File: src/design/sha0_pkg.sv
package sha0_pkg;

	typedef logic [31:0] word_t;
	typedef logic [7:0]  byte_t;

	localparam int WORD_COUNT  = 5;
	localparam int BLOCK_BYTES = 64;
	localparam int LEN_POS     = 56;
	localparam int PHASE_LEN   = 20;

	localparam byte_t PAD_BYTE = 8'h80;

	typedef word_t [WORD_COUNT-1:0] chain_t;

	// round constants, one per group of twenty rounds
	localparam word_t [3:0] ROUND_K = '{
		32'hCA62C1D6, 32'h8F1BBCDC, 32'h6ED9EBA1, 32'h5A827999
	};

	// initial chaining value
	localparam chain_t INIT_H = '{
		32'hC3D2E1F0, 32'h10325476, 32'h98BADCFE, 32'hEFCDAB89, 32'h67452301
	};

	// round function select
	typedef enum logic [1:0] {
		PH_CHOOSE  = 2'd0,
		PH_PARITY1 = 2'd1,
		PH_MAJOR   = 2'd2,
		PH_PARITY2 = 2'd3
	} phase_t;

	// sequencer states
	typedef enum logic [4:0] {
		ST_IDLE  = 5'b00001,
		ST_PAD   = 5'b00010,
		ST_ROUND = 5'b00100,
		ST_FOLD  = 5'b01000,
		ST_EMIT  = 5'b10000
	} state_t;

	// control from the sequencer to the round unit
	typedef struct packed {
		logic   load;
		logic   step;
		phase_t phase;
	} round_ctrl_t;

endpackage

File: src/design/sha0_in_if.sv
interface sha0_in_if;
	logic       valid;
	logic       ready;
	logic       operation;
	logic [7:0] data_byte;

	modport source (output valid, output operation, output data_byte, input ready);
	modport sink (input valid, input operation, input data_byte, output ready);
endinterface

File: src/design/sha0_out_if.sv
interface sha0_out_if;
	logic        valid;
	logic        ready;
	logic [31:0] digest_word;
	logic [2:0]  word_index;
	logic        last_word;
	logic        too_long;

	modport source (output valid, output digest_word, output word_index, output last_word,
		output too_long, input ready);
	modport sink (input valid, input digest_word, input word_index, input last_word,
		input too_long, output ready);
endinterface

File: src/design/sha0_hash_engine.sv
// SHA-0 hash engine.
// message channel (sink): operation 0 appends data_byte, operation 1 finishes
// the message. digest channel (source): five 32-bit words per finish, index
// 0 first, last_word on index 4, too_long set when the bit length overflowed.
// The byte that completes a 64-byte block starts a compression: 80 rounds
// on the one shared round unit, one round a cycle, then a fold into the
// chaining value, before message is ready again.
// A finish shifts in padding and length one byte a cycle through the block
// shift line (up to 63 bytes, or up to 7 zeros plus a full second block of
// 64 when the length spills over), compresses once or twice, then presents
// the digest words, one per cycle while digest.ready is high.
// While the receiver stalls the current word holds and no input is taken;
// after the fifth word transfers the engine is back at the initial state.
// Reset sets the initial chaining value and clears length and fill count;
// block contents need no reset.
module sha0_hash_engine (
	input  logic            clk,
	input  logic            arst_n,
	sha0_in_if.sink         message,
	sha0_out_if.source      digest
);

	sha0_pkg::state_t      state_q;
	sha0_pkg::chain_t      chain_q;
	sha0_pkg::chain_t      work;
	sha0_pkg::round_ctrl_t rctrl;
	sha0_pkg::word_t       w_cur;
	sha0_pkg::byte_t       byte_in;
	sha0_pkg::byte_t       len_byte;
	logic [6:0]            fill_q;
	logic [63:0]           bitlen_q;
	logic [63:0]           bitlen_next;
	logic                  ovf_q;
	logic                  fin_q;
	logic                  lenph_q;
	logic [4:0]            sub_q;
	logic [1:0]            phase_q;
	logic [2:0]            idx_q;
	logic                  in_xfer;
	logic                  out_xfer;
	logic                  shift_byte;
	logic                  pad_full;
	logic                  round_last;

	assign message.ready = (state_q == sha0_pkg::ST_IDLE);
	assign in_xfer  = message.valid && message.ready;
	assign out_xfer = digest.valid && digest.ready;

	assign bitlen_next = bitlen_q + 64'd8;
	assign pad_full    = (fill_q == 7'(sha0_pkg::BLOCK_BYTES));
	assign round_last  = (phase_q == 2'(sha0_pkg::PH_PARITY2))
		&& (sub_q == 5'(sha0_pkg::PHASE_LEN - 1));
	assign len_byte    = bitlen_q[{~fill_q[2:0], 3'b000} +: 8];

	// byte source for the block shift line
	always_comb begin
		shift_byte = 1'b0;
		byte_in    = message.data_byte;
		if (state_q == sha0_pkg::ST_IDLE && in_xfer) begin
			if (message.operation) begin
				shift_byte = 1'b1;
				byte_in    = sha0_pkg::PAD_BYTE;
			end else begin
				shift_byte = !ovf_q;
			end
		end else if (state_q == sha0_pkg::ST_PAD && !pad_full) begin
			shift_byte = 1'b1;
			if (lenph_q || fill_q == 7'(sha0_pkg::LEN_POS)) begin
				byte_in = len_byte;
			end else begin
				byte_in = 8'h00;
			end
		end
	end

	// round unit control
	always_comb begin
		rctrl.load  = (state_q == sha0_pkg::ST_IDLE && in_xfer && !message.operation && !ovf_q
			&& fill_q == 7'(sha0_pkg::BLOCK_BYTES - 1))
			|| (state_q == sha0_pkg::ST_PAD && pad_full);
		rctrl.step  = (state_q == sha0_pkg::ST_ROUND);
		rctrl.phase = sha0_pkg::phase_t'(phase_q);
	end

	sha0_sched u_sched (
		.clk        (clk),
		.shift_byte (shift_byte),
		.byte_in    (byte_in),
		.shift_word (state_q == sha0_pkg::ST_ROUND),
		.w_cur      (w_cur)
	);

	sha0_round u_round (
		.clk   (clk),
		.ctrl  (rctrl),
		.chain (chain_q),
		.w_cur (w_cur),
		.work  (work)
	);

	// sequencer
	always_ff @(posedge clk or negedge arst_n) begin
		if (!arst_n) begin
			state_q  <= sha0_pkg::ST_IDLE;
			chain_q  <= sha0_pkg::INIT_H;
			fill_q   <= '0;
			bitlen_q <= '0;
			ovf_q    <= 1'b0;
			fin_q    <= 1'b0;
			lenph_q  <= 1'b0;
			sub_q    <= '0;
			phase_q  <= '0;
			idx_q    <= '0;
		end else begin
			case (state_q)
				sha0_pkg::ST_IDLE: begin
					if (in_xfer) begin
						if (message.operation) begin
							fin_q   <= 1'b1;
							lenph_q <= 1'b0;
							fill_q  <= fill_q + 7'd1;
							state_q <= sha0_pkg::ST_PAD;
						end else if (!ovf_q) begin
							bitlen_q <= bitlen_next;
							if (bitlen_next == 64'd0) begin
								ovf_q <= 1'b1;
							end
							if (rctrl.load) begin
								fill_q  <= '0;
								sub_q   <= '0;
								phase_q <= '0;
								state_q <= sha0_pkg::ST_ROUND;
							end else begin
								fill_q <= fill_q + 7'd1;
							end
						end
					end
				end
				sha0_pkg::ST_PAD: begin
					if (pad_full) begin
						fill_q  <= '0;
						sub_q   <= '0;
						phase_q <= '0;
						state_q <= sha0_pkg::ST_ROUND;
					end else begin
						if (fill_q == 7'(sha0_pkg::LEN_POS)) begin
							lenph_q <= 1'b1;
						end
						fill_q <= fill_q + 7'd1;
					end
				end
				sha0_pkg::ST_ROUND: begin
					if (round_last) begin
						state_q <= sha0_pkg::ST_FOLD;
					end else if (sub_q == 5'(sha0_pkg::PHASE_LEN - 1)) begin
						sub_q   <= '0;
						phase_q <= phase_q + 2'd1;
					end else begin
						sub_q <= sub_q + 5'd1;
					end
				end
				sha0_pkg::ST_FOLD: begin
					for (int i = 0; i < sha0_pkg::WORD_COUNT; i++) begin
						chain_q[i] <= chain_q[i] + work[i];
					end
					if (!fin_q) begin
						state_q <= sha0_pkg::ST_IDLE;
					end else if (lenph_q) begin
						idx_q   <= '0;
						state_q <= sha0_pkg::ST_EMIT;
					end else begin
						state_q <= sha0_pkg::ST_PAD;
					end
				end
				sha0_pkg::ST_EMIT: begin
					if (out_xfer) begin
						if (idx_q == 3'(sha0_pkg::WORD_COUNT - 1)) begin
							chain_q  <= sha0_pkg::INIT_H;
							fill_q   <= '0;
							bitlen_q <= '0;
							ovf_q    <= 1'b0;
							fin_q    <= 1'b0;
							lenph_q  <= 1'b0;
							state_q  <= sha0_pkg::ST_IDLE;
						end else begin
							idx_q <= idx_q + 3'd1;
						end
					end
				end
				default: begin
					state_q <= sha0_pkg::ST_IDLE;
				end
			endcase
		end
	end

	// digest words straight from the chaining registers
	assign digest.valid       = (state_q == sha0_pkg::ST_EMIT);
	assign digest.digest_word = chain_q[idx_q];
	assign digest.word_index  = idx_q;
	assign digest.last_word   = (idx_q == 3'(sha0_pkg::WORD_COUNT - 1));
	assign digest.too_long    = ovf_q;

	// no input transfer while a digest word is offered
	a_no_overlap: assert property (@(posedge clk) disable iff (!arst_n)
		!(message.ready && digest.valid))
		else $error("input ready while digest word offered");

	// fill count never passes a full block
	a_fill_range: assert property (@(posedge clk) disable iff (!arst_n)
		fill_q <= 7'(sha0_pkg::BLOCK_BYTES))
		else $error("block fill out of range");

	// last digest transfer leaves a clean message state
	a_clear_after_last: assert property (@(posedge clk) disable iff (!arst_n)
		(out_xfer && digest.last_word) |=>
		(state_q == sha0_pkg::ST_IDLE && fill_q == 7'd0 && !ovf_q && bitlen_q == 64'd0))
		else $error("message state not cleared after digest");

	// rounds start from a block with the fill count cleared
	a_round_entry: assert property (@(posedge clk) disable iff (!arst_n)
		rctrl.load |=> (state_q == sha0_pkg::ST_ROUND && sub_q == 5'd0 && fill_q == 7'd0))
		else $error("compression started in wrong state");

endmodule

File: src/design/sha0_sched.sv
module sha0_sched (
	input  logic              clk,
	input  logic              shift_byte,
	input  sha0_pkg::byte_t   byte_in,
	input  logic              shift_word,
	output sha0_pkg::word_t   w_cur
);

	sha0_pkg::byte_t blk_q [sha0_pkg::BLOCK_BYTES];
	sha0_pkg::word_t w_new;

	// next schedule word from the sliding window
	always_comb begin
		w_new = {blk_q[52], blk_q[53], blk_q[54], blk_q[55]}
			^ {blk_q[32], blk_q[33], blk_q[34], blk_q[35]}
			^ {blk_q[8], blk_q[9], blk_q[10], blk_q[11]}
			^ {blk_q[0], blk_q[1], blk_q[2], blk_q[3]};
	end

	assign w_cur = {blk_q[0], blk_q[1], blk_q[2], blk_q[3]};

	// byte shift line: bytes enter at the tail, rounds shift a word at a time
	always_ff @(posedge clk) begin
		if (shift_byte) begin
			for (int i = 0; i < sha0_pkg::BLOCK_BYTES - 1; i++) begin
				blk_q[i] <= blk_q[i+1];
			end
			blk_q[sha0_pkg::BLOCK_BYTES-1] <= byte_in;
		end else if (shift_word) begin
			for (int i = 0; i < sha0_pkg::BLOCK_BYTES - 4; i++) begin
				blk_q[i] <= blk_q[i+4];
			end
			blk_q[sha0_pkg::BLOCK_BYTES-4] <= w_new[31:24];
			blk_q[sha0_pkg::BLOCK_BYTES-3] <= w_new[23:16];
			blk_q[sha0_pkg::BLOCK_BYTES-2] <= w_new[15:8];
			blk_q[sha0_pkg::BLOCK_BYTES-1] <= w_new[7:0];
		end
	end

endmodule

File: src/design/sha0_round.sv
module sha0_round (
	input  logic                  clk,
	input  sha0_pkg::round_ctrl_t ctrl,
	input  sha0_pkg::chain_t      chain,
	input  sha0_pkg::word_t       w_cur,
	output sha0_pkg::chain_t      work
);

	sha0_pkg::word_t a_q, b_q, c_q, d_q, e_q;
	sha0_pkg::word_t f;
	sha0_pkg::word_t k;
	sha0_pkg::word_t t;

	// round function and constant
	always_comb begin
		case (ctrl.phase)
			sha0_pkg::PH_CHOOSE: f = (b_q & c_q) | (~b_q & d_q);
			sha0_pkg::PH_MAJOR:  f = (b_q & c_q) | (b_q & d_q) | (c_q & d_q);
			default:             f = b_q ^ c_q ^ d_q;
		endcase
		k = sha0_pkg::ROUND_K[ctrl.phase];
		t = {a_q[26:0], a_q[31:27]} + f + e_q + w_cur + k;
	end

	// working variables
	always_ff @(posedge clk) begin
		if (ctrl.load) begin
			a_q <= chain[0];
			b_q <= chain[1];
			c_q <= chain[2];
			d_q <= chain[3];
			e_q <= chain[4];
		end else if (ctrl.step) begin
			a_q <= t;
			b_q <= a_q;
			c_q <= {b_q[1:0], b_q[31:2]};
			d_q <= c_q;
			e_q <= d_q;
		end
	end

	assign work = '{e_q, d_q, c_q, b_q, a_q};

endmodule

File: src/flat_wrapper.sv
// flat-port wrapper written by rule: the top's interface ports become plain ports
module sha0_hash_engine_flat 
  (clk, arst_n, message_valid, message_operation, message_data_byte, message_ready, digest_valid, digest_digest_word, digest_word_index, digest_last_word, digest_too_long, digest_ready);
  sha0_in_if message_i ();
  sha0_out_if digest_i ();
  input  logic clk;
  input  logic arst_n;
  input wire logic [$bits(message_i.valid)-1:0] message_valid;
  input wire logic [$bits(message_i.operation)-1:0] message_operation;
  input wire logic [$bits(message_i.data_byte)-1:0] message_data_byte;
  output wire logic [$bits(message_i.ready)-1:0] message_ready;
  output wire logic [$bits(digest_i.valid)-1:0] digest_valid;
  output wire logic [$bits(digest_i.digest_word)-1:0] digest_digest_word;
  output wire logic [$bits(digest_i.word_index)-1:0] digest_word_index;
  output wire logic [$bits(digest_i.last_word)-1:0] digest_last_word;
  output wire logic [$bits(digest_i.too_long)-1:0] digest_too_long;
  input wire logic [$bits(digest_i.ready)-1:0] digest_ready;
  assign message_i.valid = message_valid;
  assign message_i.operation = message_operation;
  assign message_i.data_byte = message_data_byte;
  assign message_ready = message_i.ready;
  assign digest_valid = digest_i.valid;
  assign digest_digest_word = digest_i.digest_word;
  assign digest_word_index = digest_i.word_index;
  assign digest_last_word = digest_i.last_word;
  assign digest_too_long = digest_i.too_long;
  assign digest_i.ready = digest_ready;
  sha0_hash_engine u_core (.clk(clk), .arst_n(arst_n), .message(message_i), .digest(digest_i));
endmodule
File: config.mk
export PLATFORM = sky130hd
export DESIGN_NAME = sha0_hash_engine_flat
export DESIGN_NICKNAME = d
export VERILOG_FILES = /design/src/design/sha0_pkg.sv /design/src/design/sha0_in_if.sv /design/src/design/sha0_out_if.sv /design/src/design/sha0_hash_engine.sv /design/src/design/sha0_sched.sv /design/src/design/sha0_round.sv /design/src/flat_wrapper.sv
export SDC_FILE = /design/constraint.sdc
export NUM_CORES = 2
export LEC_CHECK = 0
export BUFFER_PORTS_ARGS = -buffer_cell sky130_fd_sc_hd__buf_2
export CAP_MARGIN = 20
export CORE_MARGIN = 2
export CORE_UTILIZATION = 58
export DETAILED_ROUTE_END_ITERATION = 10
export GPL_TIMING_DRIVEN = 0
export PLACE_DENSITY = 0.88
export SLEW_MARGIN = 20
export SYNTH_ARGS = -nofsm -noshare
export SYNTH_HDL_FRONTEND = slang
export SYNTH_SLANG_ARGS = --single-unit
File: constraint.sdc
create_clock -name clk -period 15.85 [get_ports clk]
set_input_delay 1.585 -clock clk [delete_from_list [all_inputs] [get_ports clk]]
set_output_delay 1.585 -clock clk [all_outputs]
set_load 0.02 [all_outputs]
* After elaboration in Yosys (flattened, before gate mapping)
Memories as Yosys holds them, arrays and structs flattened. Index checks and enable logic that the tools add are counted.
Word-level totals: register bits 409, RAM bits 512, input port bits 13, output and inout port bits 39, memories 1
Operators by class: add/subtract/negate cells 14, magnitude comparators 2, equality and inequality tests 30, shifts and indexed selects 1, mux-type cells 155, bitwise gates (word level) 78, reduce and logical (&&, ||, !) cells 31
Memory list:
- u_core.u_sched.blk_q | words 64, width 8, read ports 64, clocked after memory_dff 0, wr ports 64, RTL line sha0_sched.sv:9 | sha0_pkg::byte_t blk_q [sha0_pkg::BLOCK_BYTES];
Operators by type and width (number):
- 2-to-1 mux 8 bit | 68
- 2-to-1 mux 32 bit | 12
- 2-to-1 mux 160 bit | 2
- 2-to-1 mux 64 bit | 5
- one-hot mux 160 bit (2 select lines) | 1
- adder 32 bit | 9
- XOR 32 bit | 5
- AND 32 bit | 4
- one-hot mux 64 bit (2 select lines) | 1
- binary-select mux 32 bit (select 3 bit) | 1
- OR 32 bit | 3
- 2-to-1 mux 5 bit | 17
- adder 64 x 4 -> 64 bit (second input constant) | 1
- binary-select mux 32 bit (select 2 bit) | 1
- zero test 64 bit | 1
- OR 1 bit | 64
- one-hot mux 32 bit (2 select lines) | 1
- variable part select 64 x 7 -> 8 bit | 1
- 2-to-1 mux 7 bit | 7
- NOT 32 bit | 1
- one-hot mux 5 bit (5 select lines) | 1
- inequality test 2 bit (second input constant) | 11
- one-hot mux 7 bit (3 select lines) | 1
- AND reduction 7 bit | 3
- other kinds (36) | 90

* Logic depth before layout (Yosys ltp)
depth in word-level cells 12, mapped depth 25

* Modules after synthesis
From an unflattened synthesis, not the netlist that was laid out.
Second synthesis, totals: cell total of the unflattened synthesis 5043, area total of the unflattened synthesis 55459.4 µm²
By module, submodules not included:
- sha0_sched | instances 1, cells each 1214, area an instance 22296.4 µm²
- sha0_hash_engine | instances 1, cells each 2578, area an instance 20943.8 µm²
- sha0_round | instances 1, cells each 1251, area an instance 12219.2 µm²

* Worst setup path before layout
Ideal clock, no wire load.
kind reg2reg, from register u_core.fill_q[0], to memory u_core.u_sched.blk_q[0][0] (netlist name), enable pin, setup time 3.632 ns, arrival 11.162 ns, slack 1.056 ns, cell stages (with the launch flop) 16, path buffers 7, period minus slack after synthesis 14.794 ns, path through dfrtp_1 > clkbuf_1 > clkbuf_1 > clkbuf_1 > inv_1 > ha_1 > nand2b_1 > nor4_1 > or2_2 > clkbuf_1 > and2_1 > clkbuf_1 > and2_1 > clkbuf_1 > clkbuf_1 > nand2_1
RTL lines:
- from (decl) | RTL line sha0_hash_engine.sv:30 | logic [6:0] fill_q;
- from (signal assigned) | RTL line sha0_hash_engine.sv:121 | fill_q <= fill_q + 7'd1;
- from (signal assigned) | RTL line sha0_hash_engine.sv:134 | fill_q <= fill_q + 7'd1;
- from (signal assigned) | RTL line sha0_hash_engine.sv:149 | fill_q <= fill_q + 7'd1;
- to (decl) | RTL line sha0_sched.sv:9

* Worst setup path after layout
from register u_core.phase_q[1], to register u_core.u_round.a_q[31] (data pin)
On the way: longest elaborated chain between the ends 8, elaborated cells between the ends (all ways) 11
RTL lines:
- from (decl) | RTL line sha0_hash_engine.sv:37 | logic [1:0] phase_q;
- from (signal assigned) | RTL line sha0_hash_engine.sv:157 | phase_q <= phase_q + 2'd1;
- equality test 2 bit or zero test 2 bit (tied branches) | RTL line sha0_round.sv:16 | case (ctrl.phase)
- one-hot mux 32 bit (2 select lines) | RTL line sha0_round.sv:16
- adder 32 bit (3 in series) | RTL line sha0_round.sv:22 | t = {a_q[26:0], a_q[31:27]} + f + e_q + w_cur + k;
- adder 32 bit (*) | RTL line sha0_round.sv:22
- 2-to-1 mux 32 bit (*) | RTL line sha0_round.sv:33 | end else if (ctrl.step) begin
- 2-to-1 mux 32 bit (*) | RTL line sha0_round.sv:27 | if (ctrl.load) begin
- to (signal assigned) | RTL line sha0_round.sv:28 | a_q <= chain[0];
- to (signal assigned) | RTL line sha0_round.sv:34 | a_q <= t;
- to (decl) | RTL line sha0_round.sv:9 | sha0_pkg::word_t a_q, b_q, c_q, d_q, e_q;
Every way passes the cells marked *; elsewhere a longest branch is shown, timed or not. The select of a mux whose other input is x is not followed. A chain may end at the register's enable or synchronous reset.

==> metrics.txt <==
Yosys top cell area share=36.7%; clock sinks=just over 900; Root Driver=clkbuf_16; wire length per cell=24.5 um; vias in the first global route=about 46000; RSZ-0062 raised after global routing=false; actual transition at the worst max-transition pin=1.34 ns; Worst-path clk slew=approximately 0.060 ns; max-cap violation count=0; CP startpoint=u_core.phase_q[1]; Port Buffer Count=50; crit share post-route=around 53%; ys flop type=edfxtp_1; Max clock buf depth=3; CP endpoint kind=register; worst relative slew slack=about 11%; status=finished clean; GRT Total Usage=37.1%; antenna violation net count after detailed routing=0; Netlist cell types=98; synthesized cell area=roughly 0.055 mm^2; Final Instance Area=slightly above 0.06 mm^2; #FFs+latches synth=918; via count=approximately 47000; antenna violations before repair=5; synthesized net count=6270; first-pass GRT wire length=~270000 um; Clock Skew=~0.036 ns; FF-to-FF Start=u_core.phase_q[1]; grt total ovfl=0; Placer Congestion=~1.1; commonest cells in the netlist=nand2_1 (1866), edfxtp_1 (672), o21ai_0 (541); drt total wl=around 180000 um; HP Class=reg -> reg; DP HPWL=between 100000 and 150000 um; post-synth top area cell=edfxtp_1; Final Max Tran Viols=0; Hold Vio Cnt, Final=0; CP max FO=10; setup violators final=0; Critical Path Source Type=register; # Post-CTS Setup Buffers=0; post-cts hold buffer count=0; Starting Density=~60%; Row Count=112; sequential share of the synthesized area=between 40% and 50%; DR vias/cell=~6.4; Layout Area Growth over Synthesis=9.99%; most frequent cell after synthesis=nand2_1; clk_lat worst skew=0.73 ns; worst setup path endpoint=u_core.u_round.a_q[31]; Cells after Synth=5931; # fillers=between 7000 and 8000; worst reg2reg path depth=24; Die H=312 um; worst reg2reg endpoint=u_core.u_round.a_q[31]; Placed Area=0.0573 mm^2; Iteration-0 DRC Markers=between 7000 and 8000; number of flops mapped to enable cells by yosys=about 670; layout cell share with drive strength beyond 1=6.77%; pin count of the biggest net entering global routing=94; # DRC=0; NumNets Final=about 6400; core area=between 0.09 and 0.1 mm^2; Num CTS Buffers=95; R2R setup slack=7.38 ns; drt pass-1 iters=8; Syn Area/Cell=9.27 um^2; IO Pins=52; hold-critical path depth=2; post-CTS resize count=0; fin crit period=8.47 ns; CTS tree=done; H-tree depth=3; top cells by area, synth=edfxtp_1 (37%), nand2_1 (13%), dfrtp_1 (7.5%), o21ai_0 (4.9%), ha_1 (4.6%); Async S/R FF share, synth=a little over a quarter; CP Class=reg -> reg; Die Area=about 0.097 mm^2; Req. time, crit path=approximately 16 ns; Critical Path AT=just under 9 ns; Die Wd=~310 um; fmax=roughly 0.12 GHz; synth warn=0
## metrics by stage
step	hold slack, ns	worst slack (ns)	std cells	TNS [ns]	util (%)
after global placement	0.506	-4.47	7235	-2281.26	60.7
after floorplan	0.488	1.06	5931	0	-
after CTS	0.523	7.59	7430	0	64.6
after global routing	0.537	7.14	7432	0	64.6
final	0.525	7.38	7433	0	64.6
after detailed placement	0.514	7.63	7254	0	61.2
## cell usage in the layout (no fill, tap or decap), drive strengths merged, types with 102 or more instances in the layout
cell       n
o21ai    546
nand3    102
edfxtp   672
xnor2    191
dfrtp    165
nand2   1869
clkbuf   375
inv      376
a21oi    286
fa       125
ha       201
nor2     208
## critical path: stages (launching register included)
cell and delay [ns]:
dfrtp_1 0.59, ha_1 0.70, inv_1 0.40, nand2_1 0.32, clkbuf_1 0.81, o221ai_1 0.46, fa_1 0.53, inv_1 0.08
fa_1 0.45, fa_1 0.55, inv_1 0.04, ha_1 0.20, inv_1 0.07, fa_1 0.21, nor2b_1 0.06, o21ai_0 0.20
a21boi_0 0.20, o311ai_1 0.65, a211oi_1 0.26, o21ai_0 0.34, a21oi_1 0.20, a211o_1 0.33, a21oi_1 0.22, xnor2_1 0.20
a21oi_1 0.10
## kinds of logic (layout without fill, tap and decap cells)
kind of cell,count (synthesis),in the layout,synth area share (%)
AOI/OAI and AO/OA,1211,1211,12.8
buffers and inverters,656,901,4.64
DFF,918,918,48.1
xor gates and xnor gates,277,277,4.41
and+or+nand+nor,2480,2480,18.7
muxes,63,63,2.19
other,0,3,0
adders and majority gates,326,326,9.12
## metal layers
metal	global-route usage (%)	vias up	share of wire, %
met4	24.6	4	7.9
met2	56.9	3436	45
met5	0	-	0.015
li1	-	20662	-
met3	8.78	765	12
met1	47.1	22535	35
## cell type report
class | instances | area (um^2) | area share, %
diodes | 3 | 7.51 | 0.0124
plain buffers | 283 | 1160 | 1.92
clock buffers | 124 | 2590 | 4.28
clock inverters | 52 | 614 | 1.02
inverters | 373 | 1400 | 2.31
multi-input cells | 4357 | 26000 | 43.0
flip-flops and latches | 918 | 26400 | 43.7
well taps | 1254 | 1570 | 2.59
repair buffers | 69 | 673 | 1.11
## flip-flops by register name, summed over array words and instances (netlist names), 2 cells and up
| register | count |
|---|---|
| u_core.digest.word_index | 3 |
| u_core.u_round.a_q | 32 |
| u_core.u_round.d_q | 32 |
| u_core.fill_q | 7 |
| u_core.u_sched.blk_q | 512 |
| u_core.state_q | 5 |
| u_core.u_round.e_q | 32 |
| u_core.bitlen_q | 61 |
| u_core.sub_q | 5 |
| u_core.phase_q | 2 |
| u_core.u_round.c_q | 32 |
| u_core.u_round.b_q | 32 |
| u_core.chain_q | 160 |
## worst min path at each step
| stage | startpoint | end |
|---|---|---|
| 2_1_floorplan | u_core.sub_q[0] | u_core.sub_q[0] |
| 3_3_place_gp | u_core.chain_q[43] | u_core.chain_q[43] |
| 3_5_place_dp | u_core.chain_q[110] | u_core.chain_q[110] |
| 4_1_cts | u_core.chain_q[116] | u_core.chain_q[116] |
| 5_1_grt | u_core.chain_q[62] | u_core.chain_q[62] |
| 6_report | u_core.chain_q[116] | u_core.chain_q[116] |
Power is left out: the tool's default activity adds up to more than one toggle a clock period on the data nets, which glitch-free logic cannot reach.
